### src/hdl/drp_pkg.sv
package drp_pkg;

  localparam int RING_ENTRIES_DEF = 512;
  localparam int SLOT_W = 9;
  localparam int LIMIT_W = 14;
  localparam int BASE_W = 32;
  localparam int CFG_INDEX_W = 2;
  localparam logic [LIMIT_W-1:0] LIMIT_RESET = 14'd1792;

  typedef enum logic [1:0] {
    STATUS_WRITTEN  = 2'd0,
    STATUS_FULL     = 2'd1,
    STATUS_BAD_RING = 2'd2,
    STATUS_RELEASED = 2'd3
  } status_t;

  typedef enum logic [CFG_INDEX_W-1:0] {
    CFG_RING_ZERO_BASE = 2'd0,
    CFG_RING_ONE_BASE  = 2'd1,
    CFG_BUFFER_LIMIT   = 2'd2
  } cfg_index_t;

  localparam logic CMD_SUBMIT = 1'b0;
  localparam logic CMD_RELEASE = 1'b1;

endpackage

### src/hdl/drp_own_mem.sv
module drp_own_mem #(
  parameter int ADDR_W = 10
) (
  input  logic              clk,
  input  logic              we,
  input  logic [ADDR_W-1:0] waddr,
  input  logic              wdata,
  input  logic              re,
  input  logic [ADDR_W-1:0] raddr,
  output logic              rdata
);

  localparam int DEPTH = 1 << ADDR_W;

  logic mem [DEPTH];

  always_ff @(posedge clk) begin
    if (we) begin
      mem[waddr] <= wdata;
    end
    if (re) begin
      rdata <= mem[raddr];
    end
  end

endmodule

### src/hdl/descriptor_ring_producer_top.sv
// A request is accepted in S_IDLE and looked up in S_LOOKUP; its result is registered
// at the output on leaving S_LOOKUP, later only while the previous result is still stalled.
// A new request is not accepted until the previous one has left S_LOOKUP, since the
// own-bit memory read is followed by its write-back.
// Reset is synchronous; afterwards a clearing pass over all 2 * 2**clog2(RING_ENTRIES)
// own-bit addresses (1024 by default) zeroes the own bits while no request is accepted.
module descriptor_ring_producer_top
  import drp_pkg::*;
#(
  parameter int RING_ENTRIES = RING_ENTRIES_DEF
) (
  input  logic                   clk,
  input  logic                   rst,
  input  logic                   cfg_write,
  input  logic [CFG_INDEX_W-1:0] cfg_index,
  input  logic [BASE_W-1:0]      cfg_data,
  input  logic                   req_valid,
  output logic                   req_stall,
  input  logic                   command,
  input  logic [1:0]             ring_select,
  input  logic [SLOT_W-1:0]      release_slot,
  input  logic [31:0]            buffer_address,
  input  logic [15:0]            packet_length,
  input  logic [15:0]            station_id,
  input  logic [7:0]             aggregate_count,
  input  logic [7:0]             forward_kind,
  input  logic [15:0]            original_length,
  input  logic                   last_fragment,
  input  logic [31:0]            side_info,
  output logic                   res_valid,
  input  logic                   res_stall,
  output logic [1:0]             status,
  output logic [SLOT_W-1:0]      slot_used,
  output logic [31:0]            descriptor_address,
  output logic [31:0]            copy_source,
  output logic [LIMIT_W-1:0]     copy_length,
  output logic [31:0]            word_zero,
  output logic [31:0]            word_one,
  output logic [31:0]            word_two
);

  localparam int IW = $clog2(RING_ENTRIES);
  localparam int AW = IW + 1;
  localparam logic [IW:0] ENTRIES_W = (IW + 1)'(RING_ENTRIES);

  typedef enum logic [1:0] {
    S_CLEAR,
    S_IDLE,
    S_LOOKUP
  } state_t;

  state_t state;
  logic [AW-1:0] clr_addr;

  logic [BASE_W-1:0] ring_zero_base;
  logic [BASE_W-1:0] ring_one_base;
  logic [LIMIT_W-1:0] dma_buffer_limit;

  logic [IW-1:0] write_index [2];

  logic r_command;
  logic [1:0] r_ring;
  logic [SLOT_W-1:0] r_rel;
  logic [31:0] r_buf;
  logic [15:0] r_plen;
  logic [15:0] r_sta;
  logic [7:0] r_agg;
  logic [7:0] r_fwd;
  logic [15:0] r_olen;
  logic r_last;
  logic [31:0] r_info;
  logic [IW-1:0] r_idx;

  logic accept;
  logic out_free;
  logic own_rdata;
  logic [IW-1:0] cur_idx;
  logic [IW:0] ahead_sum;
  logic [IW:0] ahead_wrap;
  logic [IW:0] idx_inc;
  logic [IW-1:0] idx_next;
  logic [31:0] rel_wide;
  logic rel_ok;
  logic [IW-1:0] rel_slot;
  logic ring_bad;
  logic do_release;
  logic do_submit;
  logic [BASE_W-1:0] base_sel;
  logic [31:0] base_forced;
  logic [31:0] addr_calc;
  logic [LIMIT_W-1:0] len_calc;
  logic [15:0] limit_wide;
  logic mem_we;
  logic [AW-1:0] mem_waddr;
  logic mem_wdata;
  logic [AW-1:0] mem_raddr;
  logic [1:0] status_next;
  logic [SLOT_W-1:0] slot_next;
  logic [31:0] address_next;
  logic [31:0] source_next;
  logic [LIMIT_W-1:0] length_next;
  logic [31:0] word_zero_next;
  logic [31:0] word_one_next;
  logic [31:0] word_two_next;

  assign req_stall = (state != S_IDLE);
  assign accept = req_valid && (state == S_IDLE);
  assign out_free = !res_valid || !res_stall;

  always_comb begin
    cur_idx = write_index[ring_select[0]];
    ahead_sum = {1'b0, cur_idx} + (IW + 1)'(2);
    if (ahead_sum >= ENTRIES_W) begin
      ahead_wrap = ahead_sum - ENTRIES_W;
    end else begin
      ahead_wrap = ahead_sum;
    end
    mem_raddr = {ring_select[0], ahead_wrap[IW-1:0]};
  end

  always_comb begin
    idx_inc = {1'b0, r_idx} + (IW + 1)'(1);
    idx_next = (idx_inc < ENTRIES_W) ? idx_inc[IW-1:0] : '0;
    rel_wide = 32'(r_rel);
    rel_ok = (rel_wide < 32'(RING_ENTRIES));
    rel_slot = rel_wide[IW-1:0];
    ring_bad = r_ring[1];
    do_release = (state == S_LOOKUP) && out_free && !ring_bad && (r_command == CMD_RELEASE);
    do_submit = (state == S_LOOKUP) && out_free && !ring_bad && (r_command == CMD_SUBMIT)
                && !own_rdata;
    base_sel = r_ring[0] ? ring_one_base : ring_zero_base;
    base_forced = {2'b01, base_sel[29:0]};
    addr_calc = base_forced + 32'({r_idx, 4'b0000}) + 32'({r_idx, 3'b000});
    limit_wide = 16'(dma_buffer_limit);
    if (r_plen <= limit_wide) begin
      len_calc = r_plen[LIMIT_W-1:0];
    end else if (r_olen > limit_wide) begin
      len_calc = dma_buffer_limit;
    end else begin
      len_calc = r_olen[LIMIT_W-1:0];
    end
    status_next = STATUS_BAD_RING;
    slot_next = '0;
    address_next = '0;
    source_next = '0;
    length_next = '0;
    word_zero_next = '0;
    word_one_next = '0;
    word_two_next = '0;
    if (!ring_bad) begin
      if (r_command == CMD_RELEASE) begin
        status_next = STATUS_RELEASED;
        slot_next = r_rel;
      end else if (own_rdata) begin
        status_next = STATUS_FULL;
        slot_next = SLOT_W'(r_idx);
      end else begin
        status_next = STATUS_WRITTEN;
        slot_next = SLOT_W'(r_idx);
        address_next = addr_calc;
        source_next = r_buf;
        length_next = len_calc;
        word_zero_next = {2'b00, r_last, r_plen[13:0], r_olen[13:0], 1'b1};
        word_one_next = {r_fwd[5:0], 5'b00000, r_agg[4:0], r_sta};
        word_two_next = r_info;
      end
    end
    mem_we = 1'b0;
    mem_waddr = {r_ring[0], r_idx};
    mem_wdata = 1'b1;
    if (state == S_CLEAR) begin
      mem_we = 1'b1;
      mem_waddr = clr_addr;
      mem_wdata = 1'b0;
    end else if (do_release) begin
      mem_we = rel_ok;
      mem_waddr = {r_ring[0], rel_slot};
      mem_wdata = 1'b0;
    end else if (do_submit) begin
      mem_we = 1'b1;
    end
  end

  drp_own_mem #(
    .ADDR_W(AW)
  ) u_own_mem (
    .clk   (clk),
    .we    (mem_we),
    .waddr (mem_waddr),
    .wdata (mem_wdata),
    .re    (accept),
    .raddr (mem_raddr),
    .rdata (own_rdata)
  );

  always_ff @(posedge clk) begin
    if (rst) begin
      ring_zero_base <= '0;
      ring_one_base <= '0;
      dma_buffer_limit <= LIMIT_RESET;
    end else if (cfg_write) begin
      case (cfg_index)
        CFG_RING_ZERO_BASE: ring_zero_base <= cfg_data;
        CFG_RING_ONE_BASE: ring_one_base <= cfg_data;
        CFG_BUFFER_LIMIT: dma_buffer_limit <= cfg_data[LIMIT_W-1:0];
        default: ;
      endcase
    end
  end

  always_ff @(posedge clk) begin
    if (accept) begin
      r_command <= command;
      r_ring <= ring_select;
      r_rel <= release_slot;
      r_buf <= buffer_address;
      r_plen <= packet_length;
      r_sta <= station_id;
      r_agg <= aggregate_count;
      r_fwd <= forward_kind;
      r_olen <= original_length;
      r_last <= last_fragment;
      r_info <= side_info;
      r_idx <= cur_idx;
    end
  end

  always_ff @(posedge clk) begin
    if (rst) begin
      state <= S_CLEAR;
      clr_addr <= '0;
      res_valid <= 1'b0;
      write_index[0] <= '0;
      write_index[1] <= '0;
    end else begin
      if ((state == S_LOOKUP) && out_free) begin
        res_valid <= 1'b1;
      end else if (res_valid && !res_stall) begin
        res_valid <= 1'b0;
      end
      case (state)
        S_CLEAR: begin
          clr_addr <= clr_addr + AW'(1);
          if (clr_addr == {AW{1'b1}}) begin
            state <= S_IDLE;
          end
        end
        S_IDLE: begin
          if (accept) begin
            state <= S_LOOKUP;
          end
        end
        S_LOOKUP: begin
          if (out_free) begin
            state <= S_IDLE;
            status <= status_next;
            slot_used <= slot_next;
            descriptor_address <= address_next;
            copy_source <= source_next;
            copy_length <= length_next;
            word_zero <= word_zero_next;
            word_one <= word_one_next;
            word_two <= word_two_next;
            if (do_submit) begin
              write_index[r_ring[0]] <= idx_next;
            end
          end
        end
        default: state <= S_IDLE;
      endcase
    end
  end

endmodule
### config.mk
export PLATFORM = sky130hd
export DESIGN_NAME = descriptor_ring_producer_top
export DESIGN_NICKNAME = d
export VERILOG_FILES = /design/src/hdl/drp_pkg.sv /design/src/hdl/drp_own_mem.sv /design/src/hdl/descriptor_ring_producer_top.sv
export SDC_FILE = /design/constraint.sdc
export NUM_CORES = 2
export LEC_CHECK = 0
export BUFFER_PORTS_ARGS = -buffer_cell sky130_fd_sc_hd__clkbuf_2
export CAP_MARGIN = 20
export CELL_PAD_IN_SITES_DETAIL_PLACEMENT = 0
export CELL_PAD_IN_SITES_GLOBAL_PLACEMENT = 1
export CORE_MARGIN = 2
export CORE_UTILIZATION = 55
export CTS_BUF_LIST = sky130_fd_sc_hd__clkbuf_16
export CTS_CLUSTER_SIZE = 24
export DETAILED_ROUTE_END_ITERATION = 7
export PLACE_DENSITY = 0.9
export SLEW_MARGIN = 0
export SYNTH_ARGS = -nofsm -noshare
export SYNTH_HDL_FRONTEND = slang
export SYNTH_HIERARCHICAL = 1
export SYNTH_SLANG_ARGS = --single-unit
### constraint.sdc
create_clock -name clk -period 89.3 [get_ports clk]
set_input_delay 8.93 -clock clk [delete_from_list [all_inputs] [get_ports clk]]
set_output_delay 8.93 -clock clk [all_outputs]
set_load 0.03 [all_outputs]
# After elaboration in Yosys (flattened, before gate mapping)
# Memory sizes are Yosys's and may differ from the RTL's. A register that Yosys moved wholly into a read port is not among the register bits.
# Cells that the tools add are included.
# word_totals
register_bits	417
mem_count	2
wordCells	108
ramBits	1042
output_inout_bits	187
in_bits	180
# op_classes
n_bitwise	2
add_sub_neg	6
eq_ne	9
n_mux	33
reduce_logical	23
n_lt_le_gt_ge	4
# mem_list
name	words	width	rd	rd_ports_with_merged_regs	write_ports	line	rtl
u_own_mem.mem	1024	1	1	1	1	drp_own_mem.sv:15	logic mem [DEPTH];
write_index	2	9	1	0	2	descriptor_ring_producer_top.sv:59	logic [IW-1:0] write_index [2];
# ops
cell	n
$mux W9	5
$add A31 B13 Y32	1
$add A32 B12 Y32	1
$mux W30	1
$mux W14	2
$mux W1	20
$gt A16 B14 Y1	1
$le A16 B14 Y1	1
$add A10 B1 Y10 const B	1
$add A9 B1 Y10 const B	1
$add A9 B2 Y10 const B	1
$eq A10 B10 Y1 const B	1
$ge A10 B10 Y1 const B	1
$lt A10 B10 Y1 const B	1
$mux W10	1
$reduce_or A9 Y1	1
$sub A9 B1 Y9 const B	1
$logic_and A1 B1 Y1	7
$mux W2	3
$pmux W2 S3	1
$reduce_and A2 Y1	3
$reduce_and A3 Y1	2
$eq A2 B1 Y1 const B	2
$eq A2 B2 Y1 const B	2
9 further kinds	16

# Longest topological paths before layout
# depth
word_depth	13
depth_mapped	17
ltp_nobuf	14

# Cells and area by module
# Netlist, hierarchy kept.
# by_module_without_submodules
mod	area_each_um2	cells_per_inst	seq_area_each_um2	n_inst
drp_own_mem	44666.6	3112	30779.5	1
descriptor_ring_producer_top	17783.3	1362	11981.5	1

# Least setup slack after synthesis
# Ideal clock, no wire load.
# synth_path
path_type	in2reg
from	in res_stall
to	mem u_own_mem.mem[491], enable pin
arrival_ns	41.525
slack_ns	47.521
stages	9
required_ns	89.046
n_path_buf	2
setup_time_ns	0.254
cell_sequence	nand2_1 nand4b_1 buf_2 nor2b_1 o21ai_0 and3_1 nand2_1 clkbuf_1 nor2_1
# synth_between
elab_chain_cells	11
word_cells_on_any_way	14
cone_classes	mux: 7; reduce/logical: 7
# synth_rtl
element	line	rtl
from (decl)	descriptor_ring_producer_top.sv:31	input logic res_stall,
$logic_not A1 Y1 (*)	descriptor_ring_producer_top.sv:108	assign out_free = !res_valid || !res_stall;
$logic_or A1 B1 Y1 (*)	descriptor_ring_producer_top.sv:108	
$logic_and A1 B1 Y1 (*) (2 in a row)	descriptor_ring_producer_top.sv:128, descriptor_ring_producer_top.sv:129	
$logic_and A1 B1 Y1	descriptor_ring_producer_top.sv:129	do_submit = (state == S_LOOKUP) && out_free && !ring_bad && (r_command == CMD_SUBMIT)
$logic_and A1 B1 Y1	descriptor_ring_producer_top.sv:130	&& !own_rdata;
$mux W1	descriptor_ring_producer_top.sv:179	end else if (do_submit) begin
$mux W1 (*)	descriptor_ring_producer_top.sv:175	end else if (do_release) begin
$mux W1 (*)	descriptor_ring_producer_top.sv:171	if (state == S_CLEAR) begin
named net mem_we	descriptor_ring_producer_top.sv:93	logic mem_we;
$mux W1 (*)	drp_own_mem.sv:18	if (we) begin
$mux W1 (implied by the code) (*)	drp_own_mem.sv:19	mem[waddr] <= wdata;
to (decl)	drp_own_mem.sv:15	
# The timed path passes the listed nets; every way through them passes the cells marked *.

# Worst setup path after layout
# layout_path
from	in ring_select[0]
to	reg u_own_mem.rdata (read register of u_own_mem.mem), data pin
# layout_between
elab_chain_cells	4
word_cells_on_any_way	5
cone_classes	add/sub: 2; order compare: 1; mux: 1; memory: 1
# layout_rtl
element	line	rtl
from (decl)	descriptor_ring_producer_top.sv:20	input logic [1:0] ring_select,
$mem_v2 Z2 W9 (*)	--	
$add A9 B2 Y10 (*)	descriptor_ring_producer_top.sv:112	ahead_sum = {1'b0, cur_idx} + (IW + 1)'(2);
named net ahead_sum[1]	descriptor_ring_producer_top.sv:78	logic [IW:0] ahead_sum;
$sub A9 B1 Y9 or $ge A10 B10 Y1 (tied branches)	descriptor_ring_producer_top.sv:114, descriptor_ring_producer_top.sv:113	
$mux W9 (*)	descriptor_ring_producer_top.sv:113	if (ahead_sum >= ENTRIES_W) begin
to (decl)	drp_own_mem.sv:10	output logic rdata
# Marked as above.
# A chain may end at the register's enable or synchronous reset.

==> qor.yml <==
setup_path:
  critPathRequiredTime_ns: 89.73
  cp-end-kind: "register"
  crit_path_max_fanout: 36
  path_class: "input pin to register"
  max_stage_delay_ns: 0.69
  slowest_stage: "a311oi_1"
  crit_chain: "clkbuf_2 > mux2i_4 > buf_4 > inv_1 > ha_1 > xor2_4 > buf_4 > nor2b_1 > buf_4 > a22o_1 > a221oi_1 > o21ai_0 > nor3_1 > a311oi_1 > nor4_1 > o2111ai_1"
  timing.rr.start: "write_index[1][1]"
  critPathLaunch: "ring_select[0]"
  crit_arrival_ns: 14.83
  cpMostUsedCell: "buf_4"
  critPathLaunchType: "input pin"
final_layout:
  fin_util_pct: 62.5
  fin_nets: 4953
  fillers: 8174
  area_delta_synth_final_pct: 12.6
  drive_gt1_share_pct: 19.5
  design_area_um2: 70300
sta:
  hold_viol_final: 0
  period_share_pct: 16.1
  finalWorstSetupSlack_ns: 74.90
  period_minus_slack_ns: 14.40
  slew_viol_final: 0
  rsz0062_at_grt: "false"
  setup_viol: 0
  clock_skew_ns: 0.0341
  worst_pin_slew_ns: 1.19
  setup_tns_ns: 0
  clock.fmax_ghz: 0.0695
  relSlewSlack_pct: 21.0
clocking:
  clock-sinks: 1453
  cts_tree: "done"
  clk_path_buf_depth: 3
  clk_latency_ns: 0.75
  path_clk_slew_ns: 0.06
  ctsHoldBuffers: 0
  numCtsBuffers: 150
  post-cts-setup-buffers: 0
  cts_root_buf: "clkbuf_16"
  htreeDepth: 4
  post_cts_resized: 0
grt:
  grt_max_degree: 307
  overflow: 0
  antenna_found_initial: 7
  grt_pass1_vias: 37700
  gr-usage-all-layers_pct: 27.2
  grt_pass1_wl_um: 235000
yosys:
  ys_types: 77
  synth.most_common_cell: "edfxtp_1"
  yosysSeqAreaShare_pct: 68.5
  async_reset_ff_share_pct: 0
  syn_inst: 4474
  ys_top_cells_by_count: "edfxtp_1 (1366), nor2_1 (1103), nand2_1 (272)"
  synth_edf_count: 1366
  ys_warn_count: 6
  synth_area_um2: 62400
  ys.flop_type: "edfxtp_1"
  synth_area_leaders: "edfxtp_1 (66%), mux4_2 (7.2%), nor2_1 (6.6%), dfxtp_1 (2.8%), mux2i_1 (2.8%)"
  yosys.area.top_type_share_pct: 65.7
  syn_avg_cell_area_um2: 14.0
  synth_top_area_cell: "edfxtp_1"
  synth-seq-cells: 1453
worst_hold_path:
  min_from: "ring_one_base[3]"
  hp-class: "register to register"
die:
  rows: 123
  die_w_um: 341
  ioPinCount: 367
  start_util_pct: 55.5
  die_h_um: 341
  core-area_um2: 112000
  die_area_um2: 116000
placed_design:
  dpl_cell_area_um2: 65300
  place.gp.congestion: 0.838
  place_ws_ns: 73.96
  hpwl_um: 89000
  portBuffers: 352
routing:
  routed_wirelength_um: 159000
  drc: 0
  drtIter0Drc: 4953
  drt_pass1_iterations: 5
  detail_route.wl_per_cell_um: 25.1
  final_antenna_net_count: 0
  route.vias.total: 38800
  via_per_inst: 6.13
power:
  p_leak_nw: 22.6
  vdd_drop_max_v: 0.0000226
  cellPowerDensity_nw_per_um2: 19.9
flow_run:
  cap_violations: 0
outcome:
  status: "finished, final reports clean"
-- final timing paths --
| path | end | slack (ns) | depth (start not counted) |
|---|---|---|---|
| setup reg to reg | u_own_mem/rdata | 83.20 | 15 |
| hold reg to reg | ring_one_base[3] | 0.45 | 2 |
| setup / recovery | u_own_mem/rdata | 74.90 | 16 |
| hold / removal | ring_one_base[3] | 0.45 | 2 |
-- cells in the final DEF (no fill, tap or decap), types with 17 or more instances in the layout --
cell and count:
a211oi_1 17, a21oi_1 151, a22oi_1 18, and2_1 130, buf_4 86, clkbuf_16 156
clkbuf_2 351, clkinv_1 40, clkinv_2 17, dfxtp_1 87, edfxtp_1 1366, ha_1 50
inv_1 68, mux2_2 24, mux2i_1 173, mux4_2 200, nand2_1 266, nand3_1 37
nand3_2 20, nand4_1 24, nor2_1 1101, nor3_1 51, o21ai_0 38, o221ai_1 49
o22ai_1 28
-- logic make-up (layout without fill, tap and decap cells) --
group,Yosys count,count (layout),synth area share [%]
and+or+nand+nor,1734,1734,11.7
AOI/OAI and AO/OA,380,380,4.01
other,1,14,0.00600
adders and majority gates,59,59,1.29
buffers and inverters,407,759,3.06
xor gates and xnor gates,27,27,0.379
DFF,1453,1453,68.5
muxes,413,413,11.0
-- worst max-delay path: cells and delay by family --
family | cells | cell delay, ns
adder cells (fa/ha/maj) | 1 | 0.33
AND/OR/NAND/NOR | 3 | 0.75
XOR/XNOR | 1 | 0.66
buffers and inverters | 5 | 1.98
multiplexers | 1 | 0.29
AO/OA/AOI/OAI | 5 | 1.81
-- final cells by class --
| type | count | area (um2) | share of cell area (%) |
|---|---|---|---|
| clock inverter | 114 | 733 | 1.04 |
| timing repair buffer | 454 | 2800 | 3.99 |
| tap | 1500 | 1880 | 2.67 |
| multi-input combinational | 2620 | 18100 | 25.7 |
| sequential | 1453 | 42800 | 60.8 |
| antenna | 7 | 17.5 | 0.0249 |
| inverter | 35 | 131 | 0.187 |
| clock buffer | 156 | 3900 | 5.55 |
-- per-stage QoR --
| stage | hold WS, ns | cells | total power, mW |
|---|---|---|---|
| 2_1_floorplan | 0.433 | 4480 | 0.795 |
| 3_3_place_gp | 0.439 | 6046 | 0.816 |
| 3_5_place_dp | 0.447 | 6047 | 0.817 |
| 4_1_cts | 0.455 | 6317 | 1.40 |
| 5_1_grt | 0.475 | 6335 | 1.43 |
| 6_report | 0.454 | 6339 | 1.40 |
-- state kept, by name (all words and copies together), names as in the netlist, 27 cells and up --
register,cells
copy_source,32
descriptor_address,32
r_buf,32
r_info,32
ring_one_base,30
ring_zero_base,30
u_own_mem/mem,1024
word_one,27
word_two,32
word_zero,30
-- routing by layer --
metal	track usage [%]	wire, um	up-vias
li1	-	-	16900
met1	35.5	57700	19400
met2	45.0	78200	2189
met3	5.02	16500	409
met4	11.7	6520	4
met5	0	21	-
-- power breakdown --
group / switching, mW / total, mW / internal, mW
Sequential: 0.00109 / 0.737 / 0.736
Clock: 0.256 / 0.592 / 0.336
Combinational: 0.0415 / 0.0666 / 0.0250
Total: 0.299 / 1.40 / 1.10
No activity file was read; power rests on OpenSTA's default activity.
